### src/qdd_pkg.sv
// ----------------------------------------------------------------------------
// qdd_pkg: shared types and constants
// Op codes, register map, quadrature transition table and the structs
// that pass between the top level and the per-channel logic.
// ----------------------------------------------------------------------------
package qdd_pkg;

  localparam int CHANNELS   = 2;
  localparam int STEP_WIDTH = 16;
  localparam int TIME_W     = 32;
  localparam int DEB_W      = 16;
  localparam int DET_W      = 4;
  localparam int APB_DW     = 32;
  localparam int APB_AW     = 3;

  localparam logic [DEB_W-1:0] DEBOUNCE_RST = DEB_W'(50);
  localparam logic [DET_W-1:0] DETENT_RST   = DET_W'(4);

  localparam logic signed [STEP_WIDTH-1:0] STEP_MAX = {1'b0, {(STEP_WIDTH-1){1'b1}}};
  localparam logic signed [STEP_WIDTH-1:0] STEP_MIN = {1'b1, {(STEP_WIDTH-1){1'b0}}};

  typedef enum logic [1:0] {
    OP_SAMPLE = 2'd0,
    OP_BUTTON = 2'd1,
    OP_POLL   = 2'd2,
    OP_TICK   = 2'd3
  } op_e;

  // register index, taken from paddr[2]
  typedef enum logic {
    REG_DEBOUNCE = 1'b0,
    REG_DETENT   = 1'b1
  } reg_e;

  typedef struct packed {
    logic sel;           // this channel, transaction advancing
    op_e  op;
    logic level_a;
    logic level_b;
    logic button_level;
  } chan_req_t;

  typedef struct packed {
    logic notify;
    logic right_spin;
    logic left_spin;
    logic pressed;
  } res_t;

  // quadrature transition table, index = {prev_ab, cur_ab}
  function automatic logic signed [1:0] quad_move(input logic [3:0] idx);
    logic signed [1:0] mv;
    case (idx)
      4'd1, 4'd7, 4'd8, 4'd14: mv = -2'sd1;
      4'd2, 4'd4, 4'd11, 4'd13: mv = 2'sd1;
      default: mv = 2'sd0;
    endcase
    return mv;
  endfunction

endpackage

### src/qdd_if.sv
// ----------------------------------------------------------------------------
// qdd_if: stream channels
// Valid/ready channels for input items and result items.
// ----------------------------------------------------------------------------
interface qdd_in_if;
  logic       valid;
  logic       ready;
  logic [1:0] op;
  logic       channel;
  logic       level_a;
  logic       level_b;
  logic       button_level;

  modport source (output valid, op, channel, level_a, level_b, button_level,
                  input ready);
  modport sink (input valid, op, channel, level_a, level_b, button_level,
                output ready);
endinterface

interface qdd_out_if;
  logic valid;
  logic ready;
  logic notify;
  logic right_spin;
  logic left_spin;
  logic pressed;

  modport source (output valid, notify, right_spin, left_spin, pressed,
                  input ready);
  modport sink (input valid, notify, right_spin, left_spin, pressed,
                output ready);
endinterface

### src/qdd_chan.sv
// ----------------------------------------------------------------------------
// qdd_chan: one encoder channel
// Holds the channel's line levels, step count, press flag and press time;
// computes the result for a transaction addressed to it.
// ----------------------------------------------------------------------------
module qdd_chan (
  input  logic                               clk,
  input  logic                               rst_n,
  input  qdd_pkg::chan_req_t                 req,
  input  logic [qdd_pkg::TIME_W-1:0]         now_ms,
  input  logic [qdd_pkg::DEB_W-1:0]          debounce_ms,
  input  logic [qdd_pkg::DET_W-1:0]          detent_steps,
  output qdd_pkg::res_t                      res
);
  import qdd_pkg::*;

  logic [1:0]                   last_ab_r, last_ab_nxt;
  logic signed [STEP_WIDTH-1:0] step_r, step_nxt;
  logic                         pend_r, pend_nxt;
  logic [TIME_W-1:0]            press_t_r, press_t_nxt;

  logic [1:0]                   cur_ab;
  logic signed [1:0]            mv;
  logic signed [STEP_WIDTH:0]   step_x;
  logic signed [STEP_WIDTH:0]   sum;
  logic signed [STEP_WIDTH-1:0] sat;
  logic [TIME_W-1:0]            elapsed;
  logic [DET_W-1:0]             det;
  logic signed [STEP_WIDTH:0]   det_x;
  logic                         btn_ok;

  assign cur_ab  = {req.level_a, req.level_b};
  assign mv      = quad_move({last_ab_r, cur_ab});
  assign step_x  = {step_r[STEP_WIDTH-1], step_r};
  assign sum     = step_x + {{(STEP_WIDTH-1){mv[1]}}, mv};
  // overflow when the two top bits differ
  assign sat     = (sum[STEP_WIDTH] != sum[STEP_WIDTH-1]) ?
                   (sum[STEP_WIDTH] ? STEP_MIN : STEP_MAX) : sum[STEP_WIDTH-1:0];
  assign elapsed = now_ms - press_t_r;
  assign btn_ok  = !req.button_level && (elapsed >= TIME_W'(debounce_ms));
  assign det     = (detent_steps == '0) ? DET_W'(1) : detent_steps;
  assign det_x   = (STEP_WIDTH+1)'(det);

  always_comb begin
    last_ab_nxt = last_ab_r;
    step_nxt    = step_r;
    pend_nxt    = pend_r;
    press_t_nxt = press_t_r;
    res         = '0;
    if (req.sel) begin
      case (req.op)
        OP_SAMPLE: begin
          last_ab_nxt = cur_ab;
          step_nxt    = sat;
          res.notify  = (mv != 2'sd0);
        end
        OP_BUTTON: begin
          if (btn_ok) begin
            pend_nxt    = 1'b1;
            press_t_nxt = now_ms;
            res.notify  = 1'b1;
          end
        end
        OP_POLL: begin
          if (step_x >= det_x) begin
            step_nxt       = STEP_WIDTH'(step_x - det_x);
            res.right_spin = 1'b1;
          end else if (step_x <= -det_x) begin
            step_nxt      = STEP_WIDTH'(step_x + det_x);
            res.left_spin = 1'b1;
          end
          res.pressed = pend_r;
          pend_nxt    = 1'b0;
        end
        default: ;
      endcase
    end
  end

  always_ff @(posedge clk) begin
    if (!rst_n) begin
      last_ab_r <= 2'b11;
      step_r    <= '0;
      pend_r    <= 1'b0;
      press_t_r <= '0;
    end else begin
      last_ab_r <= last_ab_nxt;
      step_r    <= step_nxt;
      pend_r    <= pend_nxt;
      press_t_r <= press_t_nxt;
    end
  end

endmodule

### src/quadrature_detent_decoder_top.sv
// ----------------------------------------------------------------------------
// quadrature_detent_decoder_top: rotary encoder front end
// Two encoder channels with quadrature step counting, detent reporting and
// button debounce against a millisecond tick clock.
// ----------------------------------------------------------------------------
// Usage:
//   in_ch  : one transaction per event - pin sample, button falling edge,
//            poll, or millisecond tick (op field), with channel and levels.
//   out_ch : exactly one result transaction per input transaction, in order.
//   cfg_*  : APB write/read of debounce_ms (0x0) and detent_steps (0x4);
//            write only while no transaction is in flight.
// Pipeline: input register, then the channel update feeding the result
//   register; while out_ch.ready is low an item can wait in either.
// Throughput: 1 transaction per cycle while out_ch.ready stays high; the
//   channel update is a single table lookup plus a saturating add/compare
//   per cycle.
// Reset (rst_n low, synchronous): lines idle high, counts, flags, press
//   times and the ms clock zero, registers to 50 ms and 4 steps.
// Stall: when out_ch.ready is low the result register holds, the input
//   register still fills once, then in_ch.ready drops until the result
//   is taken.
// ----------------------------------------------------------------------------
module quadrature_detent_decoder_top (
  input  logic                          clk,
  input  logic                          rst_n,
  qdd_in_if.sink                        in_ch,
  qdd_out_if.source                     out_ch,
  input  logic                          cfg_psel,
  input  logic                          cfg_penable,
  input  logic                          cfg_pwrite,
  input  logic [qdd_pkg::APB_AW-1:0]    cfg_paddr,
  input  logic [qdd_pkg::APB_DW-1:0]    cfg_pwdata,
  output logic [qdd_pkg::APB_DW-1:0]    cfg_prdata,
  output logic                          cfg_pready
);
  import qdd_pkg::*;

  // --- configuration registers ---
  logic [DEB_W-1:0] debounce_r, debounce_nxt;
  logic [DET_W-1:0] detent_r, detent_nxt;
  logic             cfg_wr;
  reg_e             cfg_idx;

  assign cfg_pready = 1'b1;
  assign cfg_wr     = cfg_psel && cfg_penable && cfg_pwrite;
  assign cfg_idx    = reg_e'(cfg_paddr[2]);

  always_comb begin
    debounce_nxt = debounce_r;
    detent_nxt   = detent_r;
    if (cfg_wr) begin
      case (cfg_idx)
        REG_DEBOUNCE: debounce_nxt = cfg_pwdata[DEB_W-1:0];
        REG_DETENT:   detent_nxt   = cfg_pwdata[DET_W-1:0];
        default: ;
      endcase
    end
  end

  always_comb begin
    case (cfg_idx)
      REG_DEBOUNCE: cfg_prdata = APB_DW'(debounce_r);
      REG_DETENT:   cfg_prdata = APB_DW'(detent_r);
      default:      cfg_prdata = '0;
    endcase
  end

  // --- stage 1: input register ---
  logic s1_valid_r, s1_valid_nxt;
  op_e  s1_op_r;
  logic s1_ch_r, s1_a_r, s1_b_r, s1_btn_r;
  logic s1_adv;
  logic in_fire;

  // --- stage 2: result register ---
  logic out_valid_r, out_valid_nxt;
  res_t out_res_r;
  res_t res_any;

  logic [TIME_W-1:0] now_ms_r, now_ms_nxt;

  // stage 1 moves on when the result register is empty or being drained
  assign s1_adv      = s1_valid_r && (!out_valid_r || out_ch.ready);
  assign in_ch.ready = !s1_valid_r || s1_adv;
  assign in_fire     = in_ch.valid && in_ch.ready;

  assign s1_valid_nxt  = in_fire ? 1'b1 : (s1_adv ? 1'b0 : s1_valid_r);
  assign out_valid_nxt = s1_adv ? 1'b1 : (out_ch.ready ? 1'b0 : out_valid_r);
  assign now_ms_nxt    = (s1_adv && s1_op_r == OP_TICK) ? now_ms_r + 1'b1 : now_ms_r;

  // --- per-channel state and update ---
  res_t ch_res [CHANNELS];

  for (genvar i = 0; i < CHANNELS; i++) begin : g_chan
    chan_req_t req;
    assign req.sel          = s1_adv && (int'(s1_ch_r) == i);
    assign req.op           = s1_op_r;
    assign req.level_a      = s1_a_r;
    assign req.level_b      = s1_b_r;
    assign req.button_level = s1_btn_r;

    qdd_chan u_chan (
      .clk          (clk),
      .rst_n        (rst_n),
      .req          (req),
      .now_ms       (now_ms_r),
      .debounce_ms  (debounce_r),
      .detent_steps (detent_r),
      .res          (ch_res[i])
    );
  end

  // only the addressed channel drives a nonzero result
  always_comb begin
    res_any = '0;
    for (int i = 0; i < CHANNELS; i++) begin
      res_any = res_any | ch_res[i];
    end
  end

  always_ff @(posedge clk) begin
    if (!rst_n) begin
      debounce_r  <= DEBOUNCE_RST;
      detent_r    <= DETENT_RST;
      s1_valid_r  <= 1'b0;
      out_valid_r <= 1'b0;
      now_ms_r    <= '0;
    end else begin
      debounce_r  <= debounce_nxt;
      detent_r    <= detent_nxt;
      s1_valid_r  <= s1_valid_nxt;
      out_valid_r <= out_valid_nxt;
      now_ms_r    <= now_ms_nxt;
    end
  end

  always_ff @(posedge clk) begin
    if (in_fire) begin
      s1_op_r  <= op_e'(in_ch.op);
      s1_ch_r  <= in_ch.channel;
      s1_a_r   <= in_ch.level_a;
      s1_b_r   <= in_ch.level_b;
      s1_btn_r <= in_ch.button_level;
    end
    if (s1_adv) begin
      out_res_r <= res_any;
    end
  end

  assign out_ch.valid      = out_valid_r;
  assign out_ch.notify     = out_res_r.notify;
  assign out_ch.right_spin = out_res_r.right_spin;
  assign out_ch.left_spin  = out_res_r.left_spin;
  assign out_ch.pressed    = out_res_r.pressed;

  // --- assertions ---
  a_spin_excl: assert property (@(posedge clk) disable iff (!rst_n)
    out_valid_r |-> !(out_res_r.right_spin && out_res_r.left_spin))
    else $error("both spin directions reported");

  a_notify_excl: assert property (@(posedge clk) disable iff (!rst_n)
    out_valid_r && out_res_r.notify |->
      !out_res_r.right_spin && !out_res_r.left_spin && !out_res_r.pressed)
    else $error("notify together with poll fields");

  a_tick: assert property (@(posedge clk) disable iff (!rst_n)
    s1_adv && s1_op_r == OP_TICK |=> now_ms_r == $past(now_ms_r) + 1'b1)
    else $error("ms clock did not advance on tick");

  a_stall: assert property (@(posedge clk) disable iff (!rst_n)
    !in_ch.ready |-> s1_valid_r && out_valid_r && !out_ch.ready)
    else $error("input stalled without a full pipeline");

endmodule

### src/flat_wrapper.sv
// flat-port wrapper written by rule: the top's interface ports become plain ports
module quadrature_detent_decoder_top_flat import qdd_pkg::*;
  (clk, rst_n, cfg_psel, cfg_penable, cfg_pwrite, cfg_paddr, cfg_pwdata, cfg_prdata, cfg_pready, in_ch_valid, in_ch_op, in_ch_channel, in_ch_level_a, in_ch_level_b, in_ch_button_level, in_ch_ready, out_ch_valid, out_ch_notify, out_ch_right_spin, out_ch_left_spin, out_ch_pressed, out_ch_ready);
  qdd_in_if in_ch_i ();
  qdd_out_if out_ch_i ();
  input  logic clk;
  input  logic rst_n;
  input  logic cfg_psel;
  input  logic cfg_penable;
  input  logic cfg_pwrite;
  input  logic [qdd_pkg::APB_AW-1:0] cfg_paddr;
  input  logic [qdd_pkg::APB_DW-1:0] cfg_pwdata;
  output logic [qdd_pkg::APB_DW-1:0] cfg_prdata;
  output logic cfg_pready;
  input wire logic [$bits(in_ch_i.valid)-1:0] in_ch_valid;
  input wire logic [$bits(in_ch_i.op)-1:0] in_ch_op;
  input wire logic [$bits(in_ch_i.channel)-1:0] in_ch_channel;
  input wire logic [$bits(in_ch_i.level_a)-1:0] in_ch_level_a;
  input wire logic [$bits(in_ch_i.level_b)-1:0] in_ch_level_b;
  input wire logic [$bits(in_ch_i.button_level)-1:0] in_ch_button_level;
  output wire logic [$bits(in_ch_i.ready)-1:0] in_ch_ready;
  output wire logic [$bits(out_ch_i.valid)-1:0] out_ch_valid;
  output wire logic [$bits(out_ch_i.notify)-1:0] out_ch_notify;
  output wire logic [$bits(out_ch_i.right_spin)-1:0] out_ch_right_spin;
  output wire logic [$bits(out_ch_i.left_spin)-1:0] out_ch_left_spin;
  output wire logic [$bits(out_ch_i.pressed)-1:0] out_ch_pressed;
  input wire logic [$bits(out_ch_i.ready)-1:0] out_ch_ready;
  assign in_ch_i.valid = in_ch_valid;
  assign in_ch_i.op = in_ch_op;
  assign in_ch_i.channel = in_ch_channel;
  assign in_ch_i.level_a = in_ch_level_a;
  assign in_ch_i.level_b = in_ch_level_b;
  assign in_ch_i.button_level = in_ch_button_level;
  assign in_ch_ready = in_ch_i.ready;
  assign out_ch_valid = out_ch_i.valid;
  assign out_ch_notify = out_ch_i.notify;
  assign out_ch_right_spin = out_ch_i.right_spin;
  assign out_ch_left_spin = out_ch_i.left_spin;
  assign out_ch_pressed = out_ch_i.pressed;
  assign out_ch_i.ready = out_ch_ready;
  quadrature_detent_decoder_top u_core (.clk(clk), .rst_n(rst_n), .in_ch(in_ch_i), .out_ch(out_ch_i), .cfg_psel(cfg_psel), .cfg_penable(cfg_penable), .cfg_pwrite(cfg_pwrite), .cfg_paddr(cfg_paddr), .cfg_pwdata(cfg_pwdata), .cfg_prdata(cfg_prdata), .cfg_pready(cfg_pready));
endmodule
### config.mk
export PLATFORM = sky130hd
export DESIGN_NAME = quadrature_detent_decoder_top_flat
export DESIGN_NICKNAME = d
export VERILOG_FILES = /design/src/qdd_pkg.sv /design/src/qdd_if.sv /design/src/qdd_chan.sv /design/src/quadrature_detent_decoder_top.sv /design/src/flat_wrapper.sv
export SDC_FILE = /design/constraint.sdc
export NUM_CORES = 1
export LEC_CHECK = 0
export BUFFER_PORTS_ARGS = -buffer_cell sky130_fd_sc_hd__buf_2
export CORE_MARGIN = 5
export CORE_UTILIZATION = 49
export DETAILED_ROUTE_END_ITERATION = 12
export PLACE_DENSITY = 0.64
export SLEW_MARGIN = 20
export SYNTH_ARGS = -nofsm -noshare
export SYNTH_HDL_FRONTEND = slang
export SYNTH_HIERARCHICAL = 1
export SYNTH_SLANG_ARGS = --single-unit
### constraint.sdc
create_clock -name clk -period 6.5 [get_ports clk]
set_input_delay 1.625 -clock clk [delete_from_list [all_inputs] [get_ports clk]]
set_output_delay 1.625 -clock clk [all_outputs]
set_load 0.1 [all_outputs]
# [Word-level counts from Yosys, hierarchy flattened]
# Memory sizes are Yosys's and may differ from the RTL's.
# Index checks and enable logic that the tools add are counted.
[word_totals] regBits=166 mem_bits_ro=64 in_bits=48 output_inout_bits=39 word_cells=118 mem_count=2
[classes] add_sub_neg=10 n_lt_le_gt_ge=6 n_eq_ne=9 n_mux=34 bitwise=3 n_reduce_logical=32
[memory_table] name="(no name shown)" words=16 word_bits=2 read_ports=1 rd_clocked_by_memory_dff=0 wr=0 line="qdd_pkg.sv:53" text="case (idx)"
[memory_table] name="(no name shown)" words=16 word_bits=2 read_ports=1 rd_clocked_by_memory_dff=0 wr=0 line="qdd_pkg.sv:53"
[op_table] op="16-bit 2-to-1 mux" count=8
[op_table] op="32-bit by 16-bit >= comparator with 1-bit output" count=2
[op_table] op="16-bit case mux with 2 select lines" count=2
[op_table] op="32-bit case mux with 2 select lines" count=1
[op_table] op="32-bit subtractor" count=2
[op_table] op="16-bit by 2-bit adder with 17-bit output" count=2
[op_table] op="16-bit by 17-bit <= comparator with 1-bit output" count=2
[op_table] op="16-bit by 5-bit adder with 16-bit output" count=2
[op_table] op="32-bit by 1-bit adder with 32-bit output, second input constant" count=1
[op_table] op="16-bit by 5-bit >= comparator with 1-bit output" count=2
[op_table] op="16-bit by 5-bit subtractor with 16-bit output" count=2
[op_table] op="3-bit AND reduction" count=6
[op_table] op="4-bit negator with 17-bit output" count=1
[op_table] op="1-bit 2-to-1 mux" count=14
[op_table] op="4-bit 2-to-1 mux" count=3
[op_table] op="2-bit nonzero test" count=6
[op_table] op="1-bit logical AND" count=9
[op_table] op="1-bit case mux with 2 select lines" count=4
[op_table] op="2-bit AND reduction" count=4
[op_table] op="3-bit 2-to-1 mux" count=2
[op_table] op="3-bit inequality test, second input constant" count=2
[op_table] op="2-bit equality test, second input constant" count=2
[op_table] op="4-bit logical NOT" count=1
[op_table] op="2-bit inequality test, second input constant" count=2
[op_table] op="7 further kinds" count=12

# [Longest topological paths before layout]
# Gate-level depths: netlist of the first run.
[depth] depth_word=9 ltp_mapped=25 mapped_depth_nobuf=24

# [By module]
# The synthesis of the first run kept the hierarchy.
[by_module_without_submodules] module="qdd_chan at u_core.g_chan[1].u_chan" n_inst=1 cells_per_inst=1015 area_each_um2=7329.5 seq_area_each_um2=1021.0
[by_module_without_submodules] module="qdd_chan at u_core.g_chan[0].u_chan" n_inst=1 cells_per_inst=1030 area_each_um2=7258.2 seq_area_each_um2=1021.0
[by_module_without_submodules] module="quadrature_detent_decoder_top" n_inst=1 cells_per_inst=345 area_each_um2=3032.9 seq_area_each_um2=1381.3

# [Worst setup path before layout of the first run]
# Ideal clock, no wire load.
[synth_timing] path_type="input -> output" startpoint="in cfg_paddr[2] (netlist name)" endpoint="out cfg_prdata[10] (netlist name)" t_arrival_ps=3384 t_required_ps=4875 path_slack_ps=1491 path_stages=3 path_buffers=2 cell_sequence="clkbuf_1 -> clkbuf_1 -> nor2b_1"
[synth_between] elab_chain_len=2
[synth_rtl] item="start: declaration" line="flat_wrapper.sv:11" text="input logic [qdd_pkg::APB_AW-1:0] cfg_paddr;"
[synth_rtl] item="1-bit NOT (no line)"
[synth_rtl] item="32-bit case mux with 2 select lines (*)" line="quadrature_detent_decoder_top.sv:61" text="case (cfg_idx)"
[synth_rtl] item="end: declaration" line="flat_wrapper.sv:13" text="output logic [qdd_pkg::APB_DW-1:0] cfg_prdata;"
# Mark *: on every way between the ends. The rest lies on a longest branch, timed or not. The select of a mux whose other input is x is not followed.

==> run_results.csv, run 1 <==
group,metric,value,unit
setup_path,crit_type,"flop to flop",
setup_path,path_cells,"inv_1 -> ha_1 -> nor2b_1 -> o31a_1 -> o31a_1 -> o21ai_0 -> nand2b_1 -> a31oi_1 -> o21bai_1 -> a21oi_1 -> xnor2_1 -> ha_1 -> a21oi_1 -> o21ai_0 -> o21ai_0 -> o311ai_0 -> nor4b_1 -> o2111ai_1 -> or4b_1 -> buf_4 -> nor4_1 -> o41ai_1 -> or2_2",
sta,finalCritPeriodShare,91.37,%
detailed_routing,num_vias,17690,
floorplan,initial_utilization,49.54,%
logic_synthesis,avgSynthCellArea,7.373,sq um
grt,met3_usage,3.187,%
floorplan,ios,87,
placed_design,routabilityCongestion,0.9418,
placed_design,dp.cells,2796,
flow_run,drv_cap,0,
detailed_routing,wl,53070,um
logic_synthesis,synth_seq_area_share,19.43,%
worst_hold_path,hp-class,"flop to flop",
sta,min_period,5.939,ns
detailed_routing,drtAntennaViolNets,0,
clocking,cts_sinks,166,
pwr,total_power,0.002724,W
sta,slew_headroom,33.94,%
grt,antenna_found_initial,0,
layout,antenna_cells,0,
grt,met2_usage,45.41,%
logic_synthesis,synth_flop_cell,"dfxtp_1",
placed_design,hpwl,38970,um
grt,grt_busiest_layer,"met2",
clocking,cts_setup_buffers,0,
setup_path,cp-end-kind,"flop",
grt,grt_use_met1,34.45,%
setup_path,cp_max_fo,7,
logic_synthesis,async_flop_share,0,%
layout,fill_cells,3487,
detailed_routing,drc,0,
pwr,ir_drop,170.8,uV
grt,grt_pass1_vias,16590,
layout,drive_gt1_share,7.562,%
sta,rsz0062_at_grt,"no",
detailed_routing,vias_per_cell,6.256,
sta,setup_viol,0,
placed_design,pre_cts_ws,0.5811,ns
layout,syn_to_final_growth,6.639,%
logic_synthesis,ys_types,93,
clocking,htreeDepth,4,
layout,layout_commonest_cell,"a21oi_1",
setup_path,slowest_stage,"or4b_1",
pwr,p_per_area,145.0,mW/mm^2
sta,max_clock_freq,168.4,MHz
grt,grt_usage,26.06,%
sta,setup_tns,0,ns
grt,grt_max_degree,151,
layout,ff_latch_area,0.003423,sq mm
logic_synthesis,synth_warnings,6,
logic_synthesis,syn_inst,2390,
detailed_routing,first_pass_iters,6,
floorplan,die_x,199.6,um
sta,slew_viol_final,0,
placed_design,io_buffers,51,
setup_path,cp.required,6.70,ns
sta,hold_viol,0,
setup_path,max_stage_delay,0.62,ns
layout,multi_input_area,0.01301,sq mm
clocking,cts_buffers,17,
logic_synthesis,ys_seq_elements,166,
detailed_routing,wl_per_cell,18.77,um
layout,most-common-layout-cells,"222 x a21oi_1, 207 x nand2_1, 187 x ha_1",
floorplan,die_area,0.03985,sq mm
clocking,path_clk_slew,0.07,ns
sta,skew,0.01604,ns
pwr,power_leakage,8.849,nW
clocking,clkLatencyLatePin,0.45,ns
setup_path,cp_data_arrival_time,6.14,ns
clocking,cts_root_buf,"clkbuf_16",
detailed_routing,first_iter_violations,1323,
clocking,post_cts_resized,0,
floorplan,die_height,199.6,um
setup_path,start_kind,"flop",
setup_path,regToRegSetupSlack,0.56,ns
sta,tightest_slew,0.9833,ns
floorplan,rows,69,
grt,grt_overflow,0,
logic_synthesis,synth_area,0.01762,sq mm
grt,grt_pass1_wl,85510,um
layout,fin_cells,2828,
logic_synthesis,synth-edff-count,10,
floorplan,core_area,0.03557,sq mm
layout,final_nets,2597,
setup_path,crit_path_frequent_cell,"o21ai_0",
sta,setup_ws,0.5608,ns
clocking,cts_hold_buf,0,
clocking,cts_tree,"done",
outcome,status,"completed",
clocking,clockBufferDepth,2,
==> final timing paths <==
kind | startpoint | to | depth (start not counted)
setup / recovery | u_core/g_chan[1].u_chan/press_t_r[1]$_SDFFE_PN0P_ | u_core/out_ch.notify$_DFFE_PP_ | 23
hold / removal | u_core/g_chan[0].u_chan/pend_r$_SDFFE_PN0P_ | u_core/g_chan[0].u_chan/pend_r$_SDFFE_PN0P_ | 2
setup reg to reg | u_core/g_chan[1].u_chan/press_t_r[1]$_SDFFE_PN0P_ | u_core/out_ch.notify$_DFFE_PP_ | 23
hold reg to reg | u_core/g_chan[0].u_chan/pend_r$_SDFFE_PN0P_ | u_core/g_chan[0].u_chan/pend_r$_SDFFE_PN0P_ | 2
==> worst max-delay path: cells and delay by family, from the launching register on <==
kind / cells / cell delay (ns)
compound gates: 12 / 2.54
simple gates: 6 / 1.81
fa+ha+maj: 2 / 0.54
flops: 1 / 0.40
buf+inv: 2 / 0.26
xor+xnor: 1 / 0.14
==> area by class of cell <==
cell class | count | share of cell area, %
clock buffer | 20 | 2.544
clock inverter | 12 | 0.8590
inverter | 161 | 3.216
multi-input combinational | 1921 | 69.22
sequential | 166 | 18.22
tap | 461 | 3.070
timing repair buffer | 87 | 2.877
==> stage by stage <==
step           hold slack [ns]  instance area (sq um)  utilization, %
2_1_floorplan           0.4354                  17690               -
3_3_place_gp            0.4515                  18150           51.02
3_5_place_dp            0.4631                  18150           51.03
4_1_cts                 0.4837                  18790           52.83
5_1_grt                 0.5211                  18790           52.83
6_report                0.4890                  18790           52.83
==> where the power goes <==
group | leakage [nW] | switching [W] | internal (W)
Combinational | 7.19 | 0.000347 | 0.000179
Sequential | 1.36 | 0.0000295 | 0.00104
Clock | 0.307 | 0.000473 | 0.000654
Total | 8.85 | 0.000850 | 0.00187
==> sequential cells by signal, indices dropped and copies added (netlist names), 2 cells and up <==
register	flops
u_core/detent_r	4
u_core/s1_op_r	2
u_core/debounce_r	16
u_core/g_chan.u_chan/pend_r	2
u_core/g_chan.u_chan/step_r	32
u_core/g_chan.u_chan/press_t_r	64
u_core/g_chan.u_chan/last_ab_r	4
u_core/now_ms_r	32
==> cells by family (layout without fill, tap and decap cells) <==
kind of cell	Yosys count	count (layout)	synth area share, %
buffers and inverters	322	280	7.669
other	4	23	0.08518
DFF	166	166	19.43
adders and majority gates	195	195	14.19
AOI/OAI and AO/OA	721	721	26.91
and+or+nand+nor	854	854	24.91
muxes	37	37	2.286
xor gates and xnor gates	91	91	4.523
==> per-layer routing <==
layer	up-vias	part of all wire (%)
met2	481	49
met3	51	4.7
li1	8688	-
met5	-	0
met4	0	1.7
met1	8471	45
==> synth_stat cells (all sizes together) (16+ instances only) <==
cell,number,area share [%]
nand3,88,2.6
or3,16,0.57
nor2,167,3.6
nand2,207,4.4
a31oi,22,0.82
nor2b,32,1.1
o21a,16,0.68
inv,161,3.4
dfxtp,156,18
nor4,27,0.96
nor3,43,1.2
xnor2,56,2.8
ha,187,13
a21o,56,2.4
nand2b,41,1.5
nand4,34,1.2
xor2,35,1.7
and3,97,3.4
buf,42,1.7
o31ai,54,2.4
or4,47,2.0
clkbuf,119,2.5
o21bai,18,0.77
o21ai,136,3.9
o311ai,33,1.6
mux2i,29,1.6
a21oi,223,6.4
Power figures use the tool's default switching activity.
==> run 2: changes to the inputs <==
Settings changed: GPL_TIMING_DRIVEN set to 0.
==> run 2 against run 1 <==
Final cell count rose by 4.4%. Total power fell by 1.7%. Worst hold slack improved by 0.0087 ns. Sequential power barely moved. Critical endpoint unchanged. Register-to-register slack got worse by 0.32 ns. Worst setup slack got worse by 0.32 ns. Routed wire length rose by 11%.
==> run_results.csv, run 2 (synthesis gave the netlist of run 1 again) <==
group,metric,value,unit
clocking,cts_root_buf,"clkbuf_16",
detailed_routing,wl_per_cell,19.89,um
setup_path,cp.required,6.70,ns
placed_design,io_buffers,50,
layout,antenna_cells,0,
pwr,switchingPower,0.0009309,W
setup_path,cp_max_fo,9,
sta,setup_ws,0.2452,ns
detailed_routing,wl_met3,3640,um
setup_path,regToRegSetupSlack,0.25,ns
placed_design,dp.cells,2920,
flow_run,drv_cap,0,
pwr,p_seq_share,40.0,%
pwr,power_leakage,8.940,nW
floorplan,core_area,0.03557,sq mm
sta,setup_viol,0,
sta,tightest_slew,0.9789,ns
clocking,cts_setup_buffers,0,
pwr,p_comb_share,20.4,%
sta,slew_headroom,34.67,%
layout,layout_commonest_cell,"a21oi_1",
grt,grt_pass1_vias,17580,
pwr,ir_drop,181.2,uV
detailed_routing,num_vias,18530,
layout,largest_register_ffs,64,
sta,rsz0062_at_grt,"no",
detailed_routing,wl,58700,um
clocking,htreeDepth,4,
floorplan,die_height,199.6,um
layout,drive_gt1_share,6.985,%
worst_hold_path,hp-class,"flop to flop",
sta,holdWs,0.4977,ns
layout,most-common-layout-cells,"222 x a21oi_1, 207 x nand2_1, 187 x ha_1",
detailed_routing,first_iter_violations,1502,
sta,setup_tns,0,ns
setup_path,crit_path_frequent_cell,"o21ai_0",
floorplan,initial_utilization,49.54,%
detailed_routing,drtAntennaViolNets,0,
pwr,p_int,0.001748,W
sta,skew,0.01531,ns
clocking,cts_sinks,166,
sta,hold_viol,0,
grt,grt_pass1_wl,93030,um
setup_path,critPathBufInv,1,
grt,grt_usage,28.78,%
layout,top_regs,"u_core/g_chan.u_chan/press_t_r: 64 flops, u_core/g_chan.u_chan/step_r: 32 flops, u_core/now_ms_r: 32 flops",
grt,grt_max_degree,20,
clocking,path_clk_slew,0.08,ns
layout,final_nets,2721,
setup_path,path_delay_family,"compound AO/OA/AOI/OAI gates",
detailed_routing,first_pass_iters,5,
clocking,cts_buffers,17,
setup_path,max_stage_delay,0.57,ns
pwr,p_clk_share,39.6,%
detailed_routing,wl_met1,25850,um
pwr,p_per_area,140.0,mW/mm^2
floorplan,die_x,199.6,um
sta,max_clock_freq,159.9,MHz
sta,slew_viol_final,0,
layout,syn_to_final_growth,8.613,%
layout,top_register,"u_core/g_chan.u_chan/press_t_r",
grt,grt_overflow,0,
clocking,cts_hold_buf,0,
detailed_routing,wl_met2,27420,um
pwr,swShare,34.74,%
detailed_routing,vias_per_cell,6.276,
layout,fin_cells,2952,
clocking,clkLatencyLatePin,0.46,ns
floorplan,die_area,0.03985,sq mm
floorplan,rows,69,
clocking,post_cts_resized,0,
sta,min_period,6.255,ns
clocking,cts_tree,"done",
setup_path,cp-end-kind,"flop",
placed_design,pre_cts_ws,0.4274,ns
placed_design,hpwl,45290,um
setup_path,crit_type,"flop to flop",
clocking,clockBufferDepth,2,
setup_path,path_cells,"ha_1 -> nor2b_1 -> o31a_1 -> o31a_1 -> o21ai_0 -> nand2b_1 -> a31oi_1 -> o21bai_1 -> a21oi_1 -> xnor2_1 -> ha_1 -> a21oi_1 -> o21ai_0 -> o21ai_0 -> o311ai_0 -> nor4b_1 -> o2111ai_1 -> or4b_1 -> buf_2 -> nor4_1 -> o41ai_1 -> or2_2",
placed_design,routabilityCongestion,0.9501,
setup_path,start_kind,"flop",
sta,finalCritPeriodShare,96.23,%
floorplan,ios,87,
outcome,status,"completed",
detailed_routing,drc,0,
grt,antenna_found_initial,0,
setup_path,cp_data_arrival_time,6.45,ns
detailed_routing,highest_layer,"met4",
setup_path,slowest_stage,"dfxtp_1",
[run 2: path summary, 6_finish.rpt]
kind / start / end / cells after the start
setup / recovery: u_core/now_ms_r[1]$_SDFFE_PN0P_ / u_core/out_ch.notify$_DFFE_PP_ / 22
hold / removal: u_core/g_chan[0].u_chan/pend_r$_SDFFE_PN0P_ / u_core/g_chan[0].u_chan/pend_r$_SDFFE_PN0P_ / 2
setup reg to reg: u_core/now_ms_r[1]$_SDFFE_PN0P_ / u_core/out_ch.notify$_DFFE_PP_ / 22
hold reg to reg: u_core/g_chan[0].u_chan/pend_r$_SDFFE_PN0P_ / u_core/g_chan[0].u_chan/pend_r$_SDFFE_PN0P_ / 2
[run 2: worst min-delay path: stages, from the launching register on]
cell and delay, ns:
dfxtp_1 0.31, nand3_1 0.06, o21ai_0 0.07
[run 2: cell type report]
cell class                 instances  area, sq um
multi-input combinational       1921        12930
sequential                       166         3423
buffer                           161        747.0
inverter                         161        604.3
tap                              461        576.8
fill                            3511        16430
timing repair buffer              50        250.2
clock buffer                      17        425.4
clock inverter                    15        180.2
[run 2: metal layers]
metal	vias up	GRT usage (%)
li1	8962	-
met1	8750	37.98
met2	703	48.52
met3	111	3.794
met4	0	9.836
met5	-	0
[run 2: stage by stage]
step | utilization, % | total power (W) | area (sq um)
5_1_grt | 53.81 | 0.002790 | 19140
6_report | 53.81 | 0.002679 | 19140
3_5_place_dp | 52.10 | 0.001632 | 18530
4_1_cts | 53.81 | 0.002690 | 19140
3_3_place_gp | 52.06 | 0.001623 | 18520
2_1_floorplan | - | 0.001500 | 17690
[run 2: power by group through the flow]
stage / Clock (W) / Sequential, W / Combinational, W
after CTS: 0.00108 / 0.00107 / 0.000540
after detailed placement: 0 / 0.00110 / 0.000536
after global routing: 0.00112 / 0.00107 / 0.000596
after floorplan: 0 / 0.00109 / 0.000409
after global placement: 0 / 0.00110 / 0.000527
final: 0.00106 / 0.00107 / 0.000546
